### src/rtl/ccd_pkg.sv
// Shared types and constants for the coin change dispenser.
// Holds the request and result payload structs, the coin value bank type with its reset values and status codes.
// No dependencies.
package ccd_pkg;

	localparam int unsigned KIND_SLOTS      = 6;
	localparam int unsigned VALUE_WIDTH     = 10;
	localparam int unsigned INSERT_WIDTH    = 8;
	localparam int unsigned AMOUNT_WIDTH    = 16;
	localparam int unsigned RETURN_WIDTH    = 16;
	localparam int unsigned APB_ADDR_WIDTH  = 5;
	localparam int unsigned APB_DATA_WIDTH  = 32;
	localparam int unsigned REG_INDEX_WIDTH = 3;

	typedef logic [VALUE_WIDTH-1:0] coin_value_t;
	typedef coin_value_t [KIND_SLOTS-1:0] value_bank_t;

	// Reset values, kind 0 in the lowest slot.
	localparam value_bank_t VALUE_RESET = {
		10'd10, 10'd20, 10'd50, 10'd100, 10'd200, 10'd500
	};

	localparam logic STATUS_PAID  = 1'b0;
	localparam logic STATUS_SHORT = 1'b1;

	typedef struct packed {
		logic [INSERT_WIDTH-1:0] inserted_0;
		logic [INSERT_WIDTH-1:0] inserted_1;
		logic [INSERT_WIDTH-1:0] inserted_2;
		logic [INSERT_WIDTH-1:0] inserted_3;
		logic [INSERT_WIDTH-1:0] inserted_4;
		logic [INSERT_WIDTH-1:0] inserted_5;
		logic [AMOUNT_WIDTH-1:0] change_amount;
	} req_item_t;

	typedef struct packed {
		logic [RETURN_WIDTH-1:0] returned_0;
		logic [RETURN_WIDTH-1:0] returned_1;
		logic [RETURN_WIDTH-1:0] returned_2;
		logic [RETURN_WIDTH-1:0] returned_3;
		logic [RETURN_WIDTH-1:0] returned_4;
		logic [RETURN_WIDTH-1:0] returned_5;
		logic                    change_status;
	} rsp_item_t;

	// Flags produced by the shared compare unit for one coin kind.
	typedef struct packed {
		logic fits;
		logic beats_best;
		logic has_coins;
	} cmp_flags_t;

	// Engine status seen by the top level.
	typedef struct packed {
		logic idle;
		logic done;
	} eng_status_t;

endpackage

### src/rtl/coin_change_dispenser.sv
// Coin change dispenser, top level: configuration registers, dispensing engine, result register.
// Requests are handled one at a time: each coin paid takes a scan over all coin kinds through the
// shared compare unit and then a pay step; a zero amount skips the scan. Reset clears the coin
// pool and loads default coin values.
// Depends on ccd_pkg, ccd_regs, ccd_cmp_unit and ccd_engine.
module coin_change_dispenser
	import ccd_pkg::*;
#(
	parameter int unsigned NUM_KINDS        = 6,
	parameter int unsigned POOL_COUNT_WIDTH = 16
) (
	input  logic                      clk,
	input  logic                      arst_n,
	// Request channel.
	input  logic                      req_valid,
	output logic                      req_stall,
	input  req_item_t                 req,
	// Result channel.
	output logic                      rsp_valid,
	input  logic                      rsp_stall,
	output rsp_item_t                 rsp,
	// Configuration port.
	input  logic                      psel,
	input  logic                      penable,
	input  logic                      pwrite,
	input  logic [APB_ADDR_WIDTH-1:0] paddr,
	input  logic [APB_DATA_WIDTH-1:0] pwdata,
	output logic [APB_DATA_WIDTH-1:0] prdata,
	output logic                      pready
);

	value_bank_t values;
	eng_status_t eng_stat;
	rsp_item_t   eng_result;
	logic        start;
	logic        take;
	logic        rsp_valid_q;
	rsp_item_t   rsp_q;

	// The coin values live in a small register bank; the engine reads them one kind
	// at a time during its scan.
	ccd_regs u_regs (
		.clk    (clk),
		.arst_n (arst_n),
		.psel   (psel),
		.penable(penable),
		.pwrite (pwrite),
		.paddr  (paddr),
		.pwdata (pwdata),
		.prdata (prdata),
		.pready (pready),
		.values (values)
	);

	// A request is taken only while the engine is idle. The engine returns to idle
	// as soon as its result moves into the result register, so a new request can be
	// transferred while the previous result still waits downstream.
	assign req_stall = !eng_stat.idle;
	assign start     = req_valid && eng_stat.idle;

	ccd_engine #(
		.NUM_KINDS       (NUM_KINDS),
		.POOL_COUNT_WIDTH(POOL_COUNT_WIDTH)
	) u_engine (
		.clk   (clk),
		.arst_n(arst_n),
		.values(values),
		.start (start),
		.req   (req),
		.take  (take),
		.result(eng_result),
		.status(eng_stat)
	);

	// The finished result is loaded when the result register is empty or is being
	// drained in this same cycle.
	assign take = eng_stat.done && (!rsp_valid_q || !rsp_stall);

	always_ff @(posedge clk or negedge arst_n) begin
		if (!arst_n) begin
			rsp_valid_q <= 1'b0;
		end else if (take) begin
			rsp_valid_q <= 1'b1;
		end else if (!rsp_stall) begin
			rsp_valid_q <= 1'b0;
		end
	end

	always_ff @(posedge clk) begin
		if (take) begin
			rsp_q <= eng_result;
		end
	end

	assign rsp_valid = rsp_valid_q;
	assign rsp       = rsp_q;

`ifndef ASSERT_OFF
	// A request transfer always sets the engine working.
	a_start_leaves_idle: assert property (@(posedge clk) disable iff (!arst_n)
		(req_valid && !req_stall) |=> !eng_stat.idle)
		else $error("engine stayed idle after a request transfer");

	// Handing over a result frees the engine and fills the result register.
	a_take_fills: assert property (@(posedge clk) disable iff (!arst_n)
		take |=> (rsp_valid && eng_stat.idle))
		else $error("result hand-over did not complete");

	// A new result only ever comes from a finished engine.
	a_rsp_from_done: assert property (@(posedge clk) disable iff (!arst_n)
		$rose(rsp_valid) |-> $past(eng_stat.done))
		else $error("result appeared without a finished request");
`endif

endmodule

### src/rtl/ccd_regs.sv
// Coin value configuration registers behind an APB-style port.
// Depends on ccd_pkg.
module ccd_regs
	import ccd_pkg::*;
(
	input  logic                      clk,
	input  logic                      arst_n,
	input  logic                      psel,
	input  logic                      penable,
	input  logic                      pwrite,
	input  logic [APB_ADDR_WIDTH-1:0] paddr,
	input  logic [APB_DATA_WIDTH-1:0] pwdata,
	output logic [APB_DATA_WIDTH-1:0] prdata,
	output logic                      pready,
	output value_bank_t               values
);

	logic [REG_INDEX_WIDTH-1:0] reg_index;
	logic                       index_ok;
	value_bank_t                values_q;

	assign reg_index = paddr[APB_ADDR_WIDTH-1:2];
	assign index_ok  = ({29'd0, reg_index} < KIND_SLOTS);
	assign pready    = 1'b1;
	assign values    = values_q;

	always_ff @(posedge clk or negedge arst_n) begin
		if (!arst_n) begin
			values_q <= VALUE_RESET;
		end else if (psel && penable && pwrite && index_ok) begin
			values_q[reg_index] <= pwdata[VALUE_WIDTH-1:0];
		end
	end

	always_comb begin
		prdata = '0;
		if (index_ok) begin
			prdata[VALUE_WIDTH-1:0] = values_q[reg_index];
		end
	end

endmodule

### src/rtl/ccd_cmp_unit.sv
// Shared compare unit: judges one coin kind against the remaining amount and best count.
// Depends on ccd_pkg.
module ccd_cmp_unit
	import ccd_pkg::*;
#(
	parameter int unsigned POOL_COUNT_WIDTH = 16
) (
	input  coin_value_t                 value,
	input  logic [AMOUNT_WIDTH-1:0]     remaining,
	input  logic [POOL_COUNT_WIDTH-1:0] pool_count,
	input  logic [POOL_COUNT_WIDTH-1:0] best_count,
	output cmp_flags_t                  flags
);

	always_comb begin
		flags.fits       = (value != '0) &&
			(remaining >= {{(AMOUNT_WIDTH-VALUE_WIDTH){1'b0}}, value});
		flags.beats_best = pool_count > best_count;
		flags.has_coins  = pool_count != '0;
	end

endmodule

### src/rtl/ccd_engine.sv
// Dispensing sequencer: coin pool, per-request counters and the scan over coin kinds.
// Depends on ccd_pkg and ccd_cmp_unit.
module ccd_engine
	import ccd_pkg::*;
#(
	parameter int unsigned NUM_KINDS        = 6,
	parameter int unsigned POOL_COUNT_WIDTH = 16
) (
	input  logic        clk,
	input  logic        arst_n,
	input  value_bank_t values,
	input  logic        start,
	input  req_item_t   req,
	input  logic        take,
	output rsp_item_t   result,
	output eng_status_t status
);

	localparam int unsigned KW = $clog2(NUM_KINDS);
	localparam logic [KW-1:0] LAST_KIND = KW'(NUM_KINDS - 1);

	typedef enum logic [3:0] {
		ST_IDLE = 4'b0001,
		ST_SCAN = 4'b0010,
		ST_PAY  = 4'b0100,
		ST_DONE = 4'b1000
	} state_t;

	state_t state_q;

	logic [POOL_COUNT_WIDTH-1:0] pool_q [NUM_KINDS];
	logic [RETURN_WIDTH-1:0]     paid_q [NUM_KINDS];
	coin_value_t                 vals   [NUM_KINDS];
	logic [INSERT_WIDTH-1:0]     ins_all  [KIND_SLOTS];
	logic [RETURN_WIDTH-1:0]     paid_all [KIND_SLOTS];

	logic [AMOUNT_WIDTH-1:0]     rem_q;
	logic [KW-1:0]               k_q;
	logic [KW-1:0]               fav_q;
	logic [POOL_COUNT_WIDTH-1:0] best_q;
	logic                        fav_ok_q;
	coin_value_t                 fav_val_q;
	logic [KW-1:0]               first_q;
	logic                        first_found_q;
	coin_value_t                 first_val_q;
	logic                        status_q;

	cmp_flags_t                  flags;
	coin_value_t                 val_k;
	logic [POOL_COUNT_WIDTH-1:0] pool_k;
	logic                        upd;
	logic                        ok_prev;
	logic                        found_prev;
	logic                        pay_en;
	logic [KW-1:0]               pick;
	coin_value_t                 pick_val;
	logic [AMOUNT_WIDTH-1:0]     rem_next;

	assign ins_all[0] = req.inserted_0;
	assign ins_all[1] = req.inserted_1;
	assign ins_all[2] = req.inserted_2;
	assign ins_all[3] = req.inserted_3;
	assign ins_all[4] = req.inserted_4;
	assign ins_all[5] = req.inserted_5;

	for (genvar i = 0; i < NUM_KINDS; i++) begin : g_vals
		assign vals[i] = values[i];
	end

	for (genvar i = 0; i < KIND_SLOTS; i++) begin : g_paid
		if (i < NUM_KINDS) begin : g_used
			assign paid_all[i] = paid_q[i];
		end else begin : g_unused
			assign paid_all[i] = '0;
		end
	end

	assign val_k  = vals[k_q];
	assign pool_k = pool_q[k_q];

	ccd_cmp_unit #(
		.POOL_COUNT_WIDTH(POOL_COUNT_WIDTH)
	) u_cmp (
		.value     (val_k),
		.remaining (rem_q),
		.pool_count(pool_k),
		.best_count(best_q),
		.flags     (flags)
	);

	assign upd        = flags.fits && flags.beats_best;
	assign ok_prev    = (k_q == '0) ? 1'b0 : fav_ok_q;
	assign found_prev = (k_q == '0) ? 1'b0 : first_found_q;

	assign pick     = fav_ok_q ? fav_q : first_q;
	assign pick_val = fav_ok_q ? fav_val_q : first_val_q;
	assign pay_en   = (state_q == ST_PAY) && (fav_ok_q || first_found_q);
	assign rem_next = rem_q - {{(AMOUNT_WIDTH-VALUE_WIDTH){1'b0}}, pick_val};

	// Sequencer.
	always_ff @(posedge clk or negedge arst_n) begin
		if (!arst_n) begin
			state_q <= ST_IDLE;
			k_q     <= '0;
		end else begin
			unique case (state_q)
				ST_IDLE: begin
					k_q <= '0;
					if (start) begin
						state_q <= (req.change_amount == '0) ? ST_DONE : ST_SCAN;
					end
				end
				ST_SCAN: begin
					if (k_q == LAST_KIND) begin
						k_q     <= '0;
						state_q <= ST_PAY;
					end else begin
						k_q <= k_q + 1'b1;
					end
				end
				ST_PAY: begin
					if (!pay_en || rem_next == '0) begin
						state_q <= ST_DONE;
					end else begin
						state_q <= ST_SCAN;
					end
				end
				ST_DONE: begin
					if (take) begin
						state_q <= ST_IDLE;
					end
				end
				default: begin
					state_q <= ST_IDLE;
				end
			endcase
		end
	end

	// Coin pool: deposit on a new request, one coin out per pay step.
	always_ff @(posedge clk or negedge arst_n) begin
		if (!arst_n) begin
			for (int i = 0; i < NUM_KINDS; i++) begin
				pool_q[i] <= '0;
			end
		end else begin
			for (int i = 0; i < NUM_KINDS; i++) begin
				logic [POOL_COUNT_WIDTH:0] sum;
				sum = {1'b0, pool_q[i]} +
					{{(POOL_COUNT_WIDTH+1-INSERT_WIDTH){1'b0}}, ins_all[i]};
				if (state_q == ST_IDLE && start) begin
					pool_q[i] <= sum[POOL_COUNT_WIDTH] ? '1 : sum[POOL_COUNT_WIDTH-1:0];
				end else if (pay_en && pick == KW'(i)) begin
					pool_q[i] <= pool_q[i] - 1'b1;
				end
			end
		end
	end

	// Per-request working registers.
	always_ff @(posedge clk) begin
		if (state_q == ST_IDLE && start) begin
			rem_q    <= req.change_amount;
			fav_q    <= '0;
			best_q   <= '0;
			status_q <= STATUS_PAID;
			for (int i = 0; i < NUM_KINDS; i++) begin
				paid_q[i] <= '0;
			end
		end else if (state_q == ST_SCAN) begin
			// The favoured kind moves to a kind that fits with a larger count than the best so far.
			if (upd) begin
				fav_q     <= k_q;
				best_q    <= pool_k;
				fav_ok_q  <= 1'b1;
				fav_val_q <= val_k;
			end else if (k_q == fav_q) begin
				fav_ok_q  <= flags.fits && flags.has_coins;
				fav_val_q <= val_k;
			end else begin
				fav_ok_q <= ok_prev;
			end
			// Fallback: first kind in index order that fits and has coins.
			if (!found_prev && flags.fits && flags.has_coins) begin
				first_q       <= k_q;
				first_val_q   <= val_k;
				first_found_q <= 1'b1;
			end else begin
				first_found_q <= found_prev;
			end
		end else if (state_q == ST_PAY) begin
			if (pay_en) begin
				rem_q <= rem_next;
				for (int i = 0; i < NUM_KINDS; i++) begin
					if (pick == KW'(i)) begin
						paid_q[i] <= paid_q[i] + 1'b1;
					end
				end
			end else begin
				status_q <= STATUS_SHORT;
			end
		end
	end

	always_comb begin
		result.returned_0    = paid_all[0];
		result.returned_1    = paid_all[1];
		result.returned_2    = paid_all[2];
		result.returned_3    = paid_all[3];
		result.returned_4    = paid_all[4];
		result.returned_5    = paid_all[5];
		result.change_status = status_q;
		status.idle          = state_q == ST_IDLE;
		status.done          = state_q == ST_DONE;
	end

endmodule
### config.mk
export PLATFORM = sky130hd
export DESIGN_NAME = coin_change_dispenser
export DESIGN_NICKNAME = d
export VERILOG_FILES = /design/src/rtl/ccd_pkg.sv /design/src/rtl/coin_change_dispenser.sv /design/src/rtl/ccd_regs.sv /design/src/rtl/ccd_cmp_unit.sv /design/src/rtl/ccd_engine.sv
export SDC_FILE = /design/constraint.sdc
export NUM_CORES = 1
export LEC_CHECK = 0
export BUFFER_PORTS_ARGS = -buffer_cell sky130_fd_sc_hd__buf_2
export CAP_MARGIN = 10
export CORE_AREA = 5 5 209 211
export CTS_CLUSTER_SIZE = 30
export DETAILED_ROUTE_END_ITERATION = 8
export DIE_AREA = 0 0 214 216
export HOLD_SLACK_MARGIN = 0.15
export PLACE_DENSITY_LB_ADDON = 0.08
export SLEW_MARGIN = 30
export SYNTH_ARGS = -nofsm -noshare
export SYNTH_HDL_FRONTEND = slang
export SYNTH_HIERARCHICAL = 1
export SYNTH_SLANG_ARGS = --single-unit
### constraint.sdc
create_clock -name clk -period 5.9 [get_ports clk]
set_input_delay 1.18 -clock clk [delete_from_list [all_inputs] [get_ports clk]]
set_output_delay 1.18 -clock clk [all_outputs]
set_load 0.03 [all_outputs]
Word level (Yosys, flattened, before mapping)
Memory sizes are Yosys's and may differ from the RTL's.
Index checks and enable logic that the tools add are counted.
W data, S select, Z words.
{"block": "classes", "addsub": 20, "n_mul": 0, "div_mod_pow": 0, "order_cmp": 6, "n_eq_ne": 16, "shifts": 0, "muxes": 95, "bitwise_logic": 10, "reduce_logical": 52}
{"op": "$mux W16", "n": 30}
{"op": "$add A16 B8 Y17", "n": 6}
{"op": "$add A16 B1 Y16 const B", "n": 6}
{"op": "$sub A16 B1 Y16 const B", "n": 6}
{"op": "$mux W10", "n": 8}
{"op": "$bmux W10 S3", "n": 2}
{"op": "$bwmux W60", "n": 1}
{"op": "$bmux W16 S3", "n": 1}
{"op": "$mux W1", "n": 43}
{"op": "$logic_not A16 Y1", "n": 2}
{"op": "$demux W10 S3", "n": 1}
{"op": "$mux W4", "n": 5}
{"op": "$reduce_bool A2 Y1", "n": 10}
{"op": "$logic_and A1 B1 Y1", "n": 19}
{"op": "$reduce_and A3 Y1", "n": 6}
{"op": "$ge A16 B10 Y1", "n": 1}
{"op": "$gt A16 B16 Y1", "n": 1}
{"op": "$pmux W4 S4", "n": 1}
{"op": "$reduce_bool A16 Y1", "n": 1}
{"op": "$sub A16 B10 Y16", "n": 1}
{"op": "$ne A2 B1 Y1 const B", "n": 5}
{"op": "$reduce_bool A10 Y1", "n": 1}
{"op": "$eq A3 B3 Y1 const B", "n": 3}
{"op": "$eq A3 B2 Y1 const B", "n": 2}
{"op": "other kinds (21)", "n": 37}
{"block": "word_totals", "register_bits": 322, "latch_bits": 0, "ramBits": 96, "mem_bits_ro": 0, "input_bits": 108, "out_inout_bits": 132, "elab_cells": 231, "mem_count": 1}
{"name": "u_engine.paid_q", "depth": 6, "width": 16, "read_ports": 6, "rd_ports_with_merged_regs": 0, "wr": 6, "line": "ccd_engine.sv:32", "text": "logic [RETURN_WIDTH-1:0] paid_q [NUM_KINDS];"}

Longest topological paths before layout
{"block": "depth", "word_depth": 9, "mapped_depth": 18}

Cells and area by module
The synthesis kept the hierarchy.
{"module": "ccd_engine", "instances": 1, "cells_each": 2004, "area_per_inst_um2": 17859.6, "seq_area_each_um2": 7093.1}
{"module": "ccd_regs", "instances": 1, "cells_each": 214, "area_per_inst_um2": 3183.1, "seq_area_each_um2": 1525.2}
{"module": "coin_change_dispenser", "instances": 1, "cells_each": 102, "area_per_inst_um2": 2966.6, "seq_area_each_um2": 2937.8}
{"module": "ccd_cmp_unit", "instances": 1, "cells_each": 101, "area_per_inst_um2": 713.2, "seq_area_each_um2": 0.0}

Worst setup path before layout
OpenSTA, ideal clock, no wires.
{"block": "synth_timing", "kind": "input to register", "from": "input port rsp_stall", "to": "register u_engine.state_q[3]", "arrival_ps": 5347, "slack_ps": 487, "stages": 5, "path_buffers": 0, "path_cell_list": "a21boi_2 nor2b_1 a2111oi_0 o22a_1 o31a_1"}
{"block": "synth_via", "elab_chain_cells": 5}
{"item": "from (decl)", "line": "coin_change_dispenser.sv:20", "text": "input logic rsp_stall,"}
{"item": "$logic_not A1 Y1"}
{"item": "$logic_or A1 B1 Y1", "line": "coin_change_dispenser.sv:77", "text": "assign take = eng_stat.done && (!rsp_valid_q || !rsp_stall);"}
{"item": "$logic_and A1 B1 Y1", "line": "coin_change_dispenser.sv:77"}
{"item": "$ne A2 B1 Y1 (no source line)"}
{"item": "$reduce_and A3 Y1 (no source line)"}
{"item": "to (signal assigned)", "line": "ccd_engine.sv:110", "text": "state_q <= (req.change_amount == '0) ? ST_DONE : ST_SCAN;"}
{"item": "to (decl)", "line": "ccd_engine.sv:29", "text": "state_t state_q;"}
Every way passes these cells.
A chain may end at the register's enable or synchronous reset.

==> flow_summary_export.csv <==
group,metric,value,unit
outcome,status,"finished, final reports clean",
timing,max_clock_freq,0.231,GHz
worst_setup_path,crit_chain,"inv_1 -> a21oi_1 -> o22a_1 -> o21ai_0 -> ha_1 -> nand4_1 -> nor4_2 -> a21boi_2 -> o31a_1 -> nand2_1 -> nor2_1 -> buf_4 -> nor2_1 -> nor3_1",
yosys,synth-seq-cells,418,
cells_and_area,drive_gt1_share,15.6,%
power,sequentialPowerShare,41.0,%
timing,hold_viol,0,
placed_design,port_buffers,192,
global_routing,grt-ovfl-total,0,
power,powerDensity,411,nW/µm²
worst_setup_path,crit_fanout,41,
yosys,synthTopCellsByCount,"nor2_1, edfxtp_1, nand2_1, dfrtp_1, o21ai_0",
power,p_clk_share,25.5,%
route,wl_met3,3810,µm
route,dr.pass1.iters,5,
cells_and_area,synthToLayoutAreaGrowth,11.8,%
route,met2_length,31100,µm
yosys,synthTopCellsByArea,"edfxtp_1, dfrtp_1, ha_1",
floorplanning,start_util,59.5,%
clock_tree,cts.clk_slew.worst_paths,60,ps
power,switchingPower,4.24,mW
hold_path,min_to,"rsp[0]",
floorplanning,dieArea,46200,µm²
route,wl_per_cell,20.0,µm
floorplanning,core,41600,µm²
power,leakagePower,10.9,nW
route,drtIter0Drc,1780,
clock_tree,ctsHoldBuffers,0,
yosys,yosysTopAreaCell,"edfxtp_1",
timing,rsz0062_at_grt,"false",
placed_design,place_ws,1600,ps
yosys,synthesis.area,24700,µm²
worst_setup_path,reg2regPathDepth,14,
placed_design,placed_cells,3077,
worst_setup_path,slowest_stage,"dfrtp_2",
yosys,yosys.area.top_type_share,28.4,%
clock_tree,cts_buffers,46,
placed_design,hpwl,45000,µm
power,ir_worst_vdd,0.269,mV
global_routing,grt_max_degree,84,
global_routing,grt_usage,26.4,%
clock_tree,clk_latency,580,ps
hold_path,hold_path.startpoint,"u_engine/status_q",
floorplanning,die_h,216,µm
worst_setup_path,worst-setup-path-type,"flip-flop to flip-flop",
placed_design,placed_area,26100,µm²
route,topRoutingLayerUsed,"met5",
route,routed_wl,63100,µm
cells_and_area,postLayoutCellArea,27600,µm²
yosys,postSynthCellCount,2421,
yosys,yosys_warnings,6,
global_routing,grt_pass1_wl,101000,µm
timing,slew_headroom,32.5,%
worst_setup_path,cp-start-kind,"flip-flop",
yosys,yosysMostFrequentCell,"nor2_1",
yosys,synth_area_per_cell,10.2,µm²
floorplanning,io_pins,240,
global_routing,grt_pass1_vias,19200,
hold_path,min_path_type,"flip-flop to flip-flop",
timing,maxSlewViolCount,0,
timing,setup_ws,1570,ps
worst_setup_path,r2r_setup_slack,1570,ps
clock_tree,cts_max_level,2,
yosys,synth-main-ff-cell,"edfxtp_1",
cells_and_area,instances_no_fill,3164,
cells_and_area,fillers,3304,
route,num_vias,19800,
worst_setup_path,slowest_delay,950,ps
placed_design,place.gp.congestion,0.925,
power,p_int,7.12,mW
worst_setup_path,r2r_start,"u_engine/k_q[1]",
route,vias_per_cell,6.25,
floorplanning,die_w,214,µm
route,postRouteAntennaNets,0,
power,comb_power_share,33.5,%
timing,fin_crit_sh,73.3,%
timing,setup-tns-final,0,ps
yosys,synth_seq_area_share,46.7,%
timing,min_period,4330,ps
power,swShare,37.3,%
timing,tightest_slew,1010,ps
clock_tree,cts.sinks,418,
route,wirelength_met1,26200,µm
yosys,ys_types,95,
global_routing,antenna_found_initial,1,
clock_tree,cts_tree,"yes",
clock_tree,cts_resized,0,
timing,setup-violations-final,0,
yosys,synth-edff-count,234,
worst_setup_path,crit_required,6390,ps
cells_and_area,nets,2803,
run,maxCapViolCount,0,
clock_tree,root_buffer,"clkbuf_16",
floorplanning,row_count,75,
clock_tree,post-cts-setup-buffer-count,0,
clock_tree,clockBufferDepth,3,
hold_path,hold_path_depth,0,
worst_setup_path,arrival,4820,ps
worst_setup_path,crit_path_end_kind,"flip-flop",
yosys,synthArstFlopShare,39.2,%
route,drc,0,
cells_and_area,diodes,0,
timing,clock_skew,17.3,ps
worst_setup_path,r2r_end,"u_engine/best_q[11]",
worst_setup_path,crit_top_cell,"nor2_1",
[sequential cells by signal, indices dropped and copies added (netlist names), 3 cells and up]
signal,count
u_engine/first_val_q,10
rsp,97
u_engine/pool_q,96
u_engine/fav_q,3
u_engine/k_q,3
u_regs/values,60
u_engine/rem_q,16
u_engine/paid_q,96
u_engine/fav_val_q,10
u_engine/state_q,4
u_engine/best_q,16
u_engine/first_q,3
[power by group through the flow]
stage / registers (mW) / clock network, mW / logic, mW
floorplan: 4.26 / 0 / 3.04
global placement: 4.65 / 0 / 3.62
detailed placement: 4.68 / 0 / 3.74
CTS: 4.63 / 2.96 / 3.77
global route: 4.73 / 3.09 / 4.24
finish: 4.66 / 2.90 / 3.80
[worst max-delay path, delay by kind of cell, from the launching register on]
family | cells | cell delay (ps)
adder cells (fa/ha/maj) | 1 | 420
flip-flops | 1 | 950
buffers and inverters | 2 | 820
AO/OA/AOI/OAI | 5 | 1050
AND/OR/NAND/NOR | 6 | 990
[routing by layer]
metal	vias to the layer above	track usage, %
met2	741	45.6
met5	-	0
met4	2	8.55
met1	9617	34.6
li1	9276	-
met3	147	3.97
[worst max-delay path by stage]
stage | from | to | slack (ps) | depth (start not counted)
after floorplan | rsp_stall | u_engine/state_q[3] | 490 | 5
after CTS | u_engine/k_q[1] | u_engine/best_q[9] | 1570 | 14
final | u_engine/k_q[1] | u_engine/best_q[11] | 1570 | 14
after detailed placement | u_engine/k_q[1] | u_engine/best_q[13] | 1600 | 14
after global routing | u_engine/k_q[1] | u_engine/best_q[6] | 1220 | 14
after global placement | u_engine/k_q[1] | u_engine/best_q[9] | 1750 | 14
[cell type report]
| cell class | instances | area, µm² | area share, % |
|---|---|---|---|
| inverters | 112 | 420 | 1.52 |
| clock buffers | 61 | 1310 | 4.72 |
| clock inverters | 25 | 224 | 0.811 |
| well taps | 539 | 674 | 2.44 |
| repair buffers | 219 | 1190 | 4.32 |
| flip-flops and latches | 418 | 11600 | 41.8 |
| multi-input cells | 1790 | 12300 | 44.3 |
[per-stage QoR]
step	power [mW]	util [%]	hold WS, ps
after floorplan	7.31	-	420
after global placement	8.27	62.7	420
after detailed placement	8.42	62.7	424
after CTS	11.4	66.4	438
after global routing	12.1	66.5	449
final	11.4	66.5	437
[logic make-up (layout without fill, tap and decap cells)]
kind of cell / after synthesis / count (layout) / share of synthesized area [%]
adder cells (fa/ha/maj): 108 / 108 / 5.68
flip-flops: 418 / 418 / 46.7
AO/OA/AOI/OAI: 550 / 550 / 15.0
other: 2 / 23 / 0.0304
multiplexers: 131 / 131 / 6.84
buffers and inverters: 234 / 417 / 4.11
XOR/XNOR: 117 / 117 / 4.14
AND/OR/NAND/NOR: 861 / 861 / 17.5
[placed cells by master, fill, tap and decap left out, types with 52 or more instances in the layout]
cell type / synthesis / layout
nor2_1: 251 / 251
edfxtp_1: 234 / 234
buf_2: 11 / 191
nand2_1: 192 / 191
dfrtp_1: 144 / 143
o21ai_0: 118 / 118
inv_1: 110 / 110
a21oi_1: 106 / 106
ha_1: 101 / 101
nor3_1: 81 / 81
nand3_1: 79 / 79
xnor2_1: 59 / 59
xor2_1: 58 / 58
mux2i_1: 52 / 52
No activity file was read; power rests on OpenSTA's default activity.
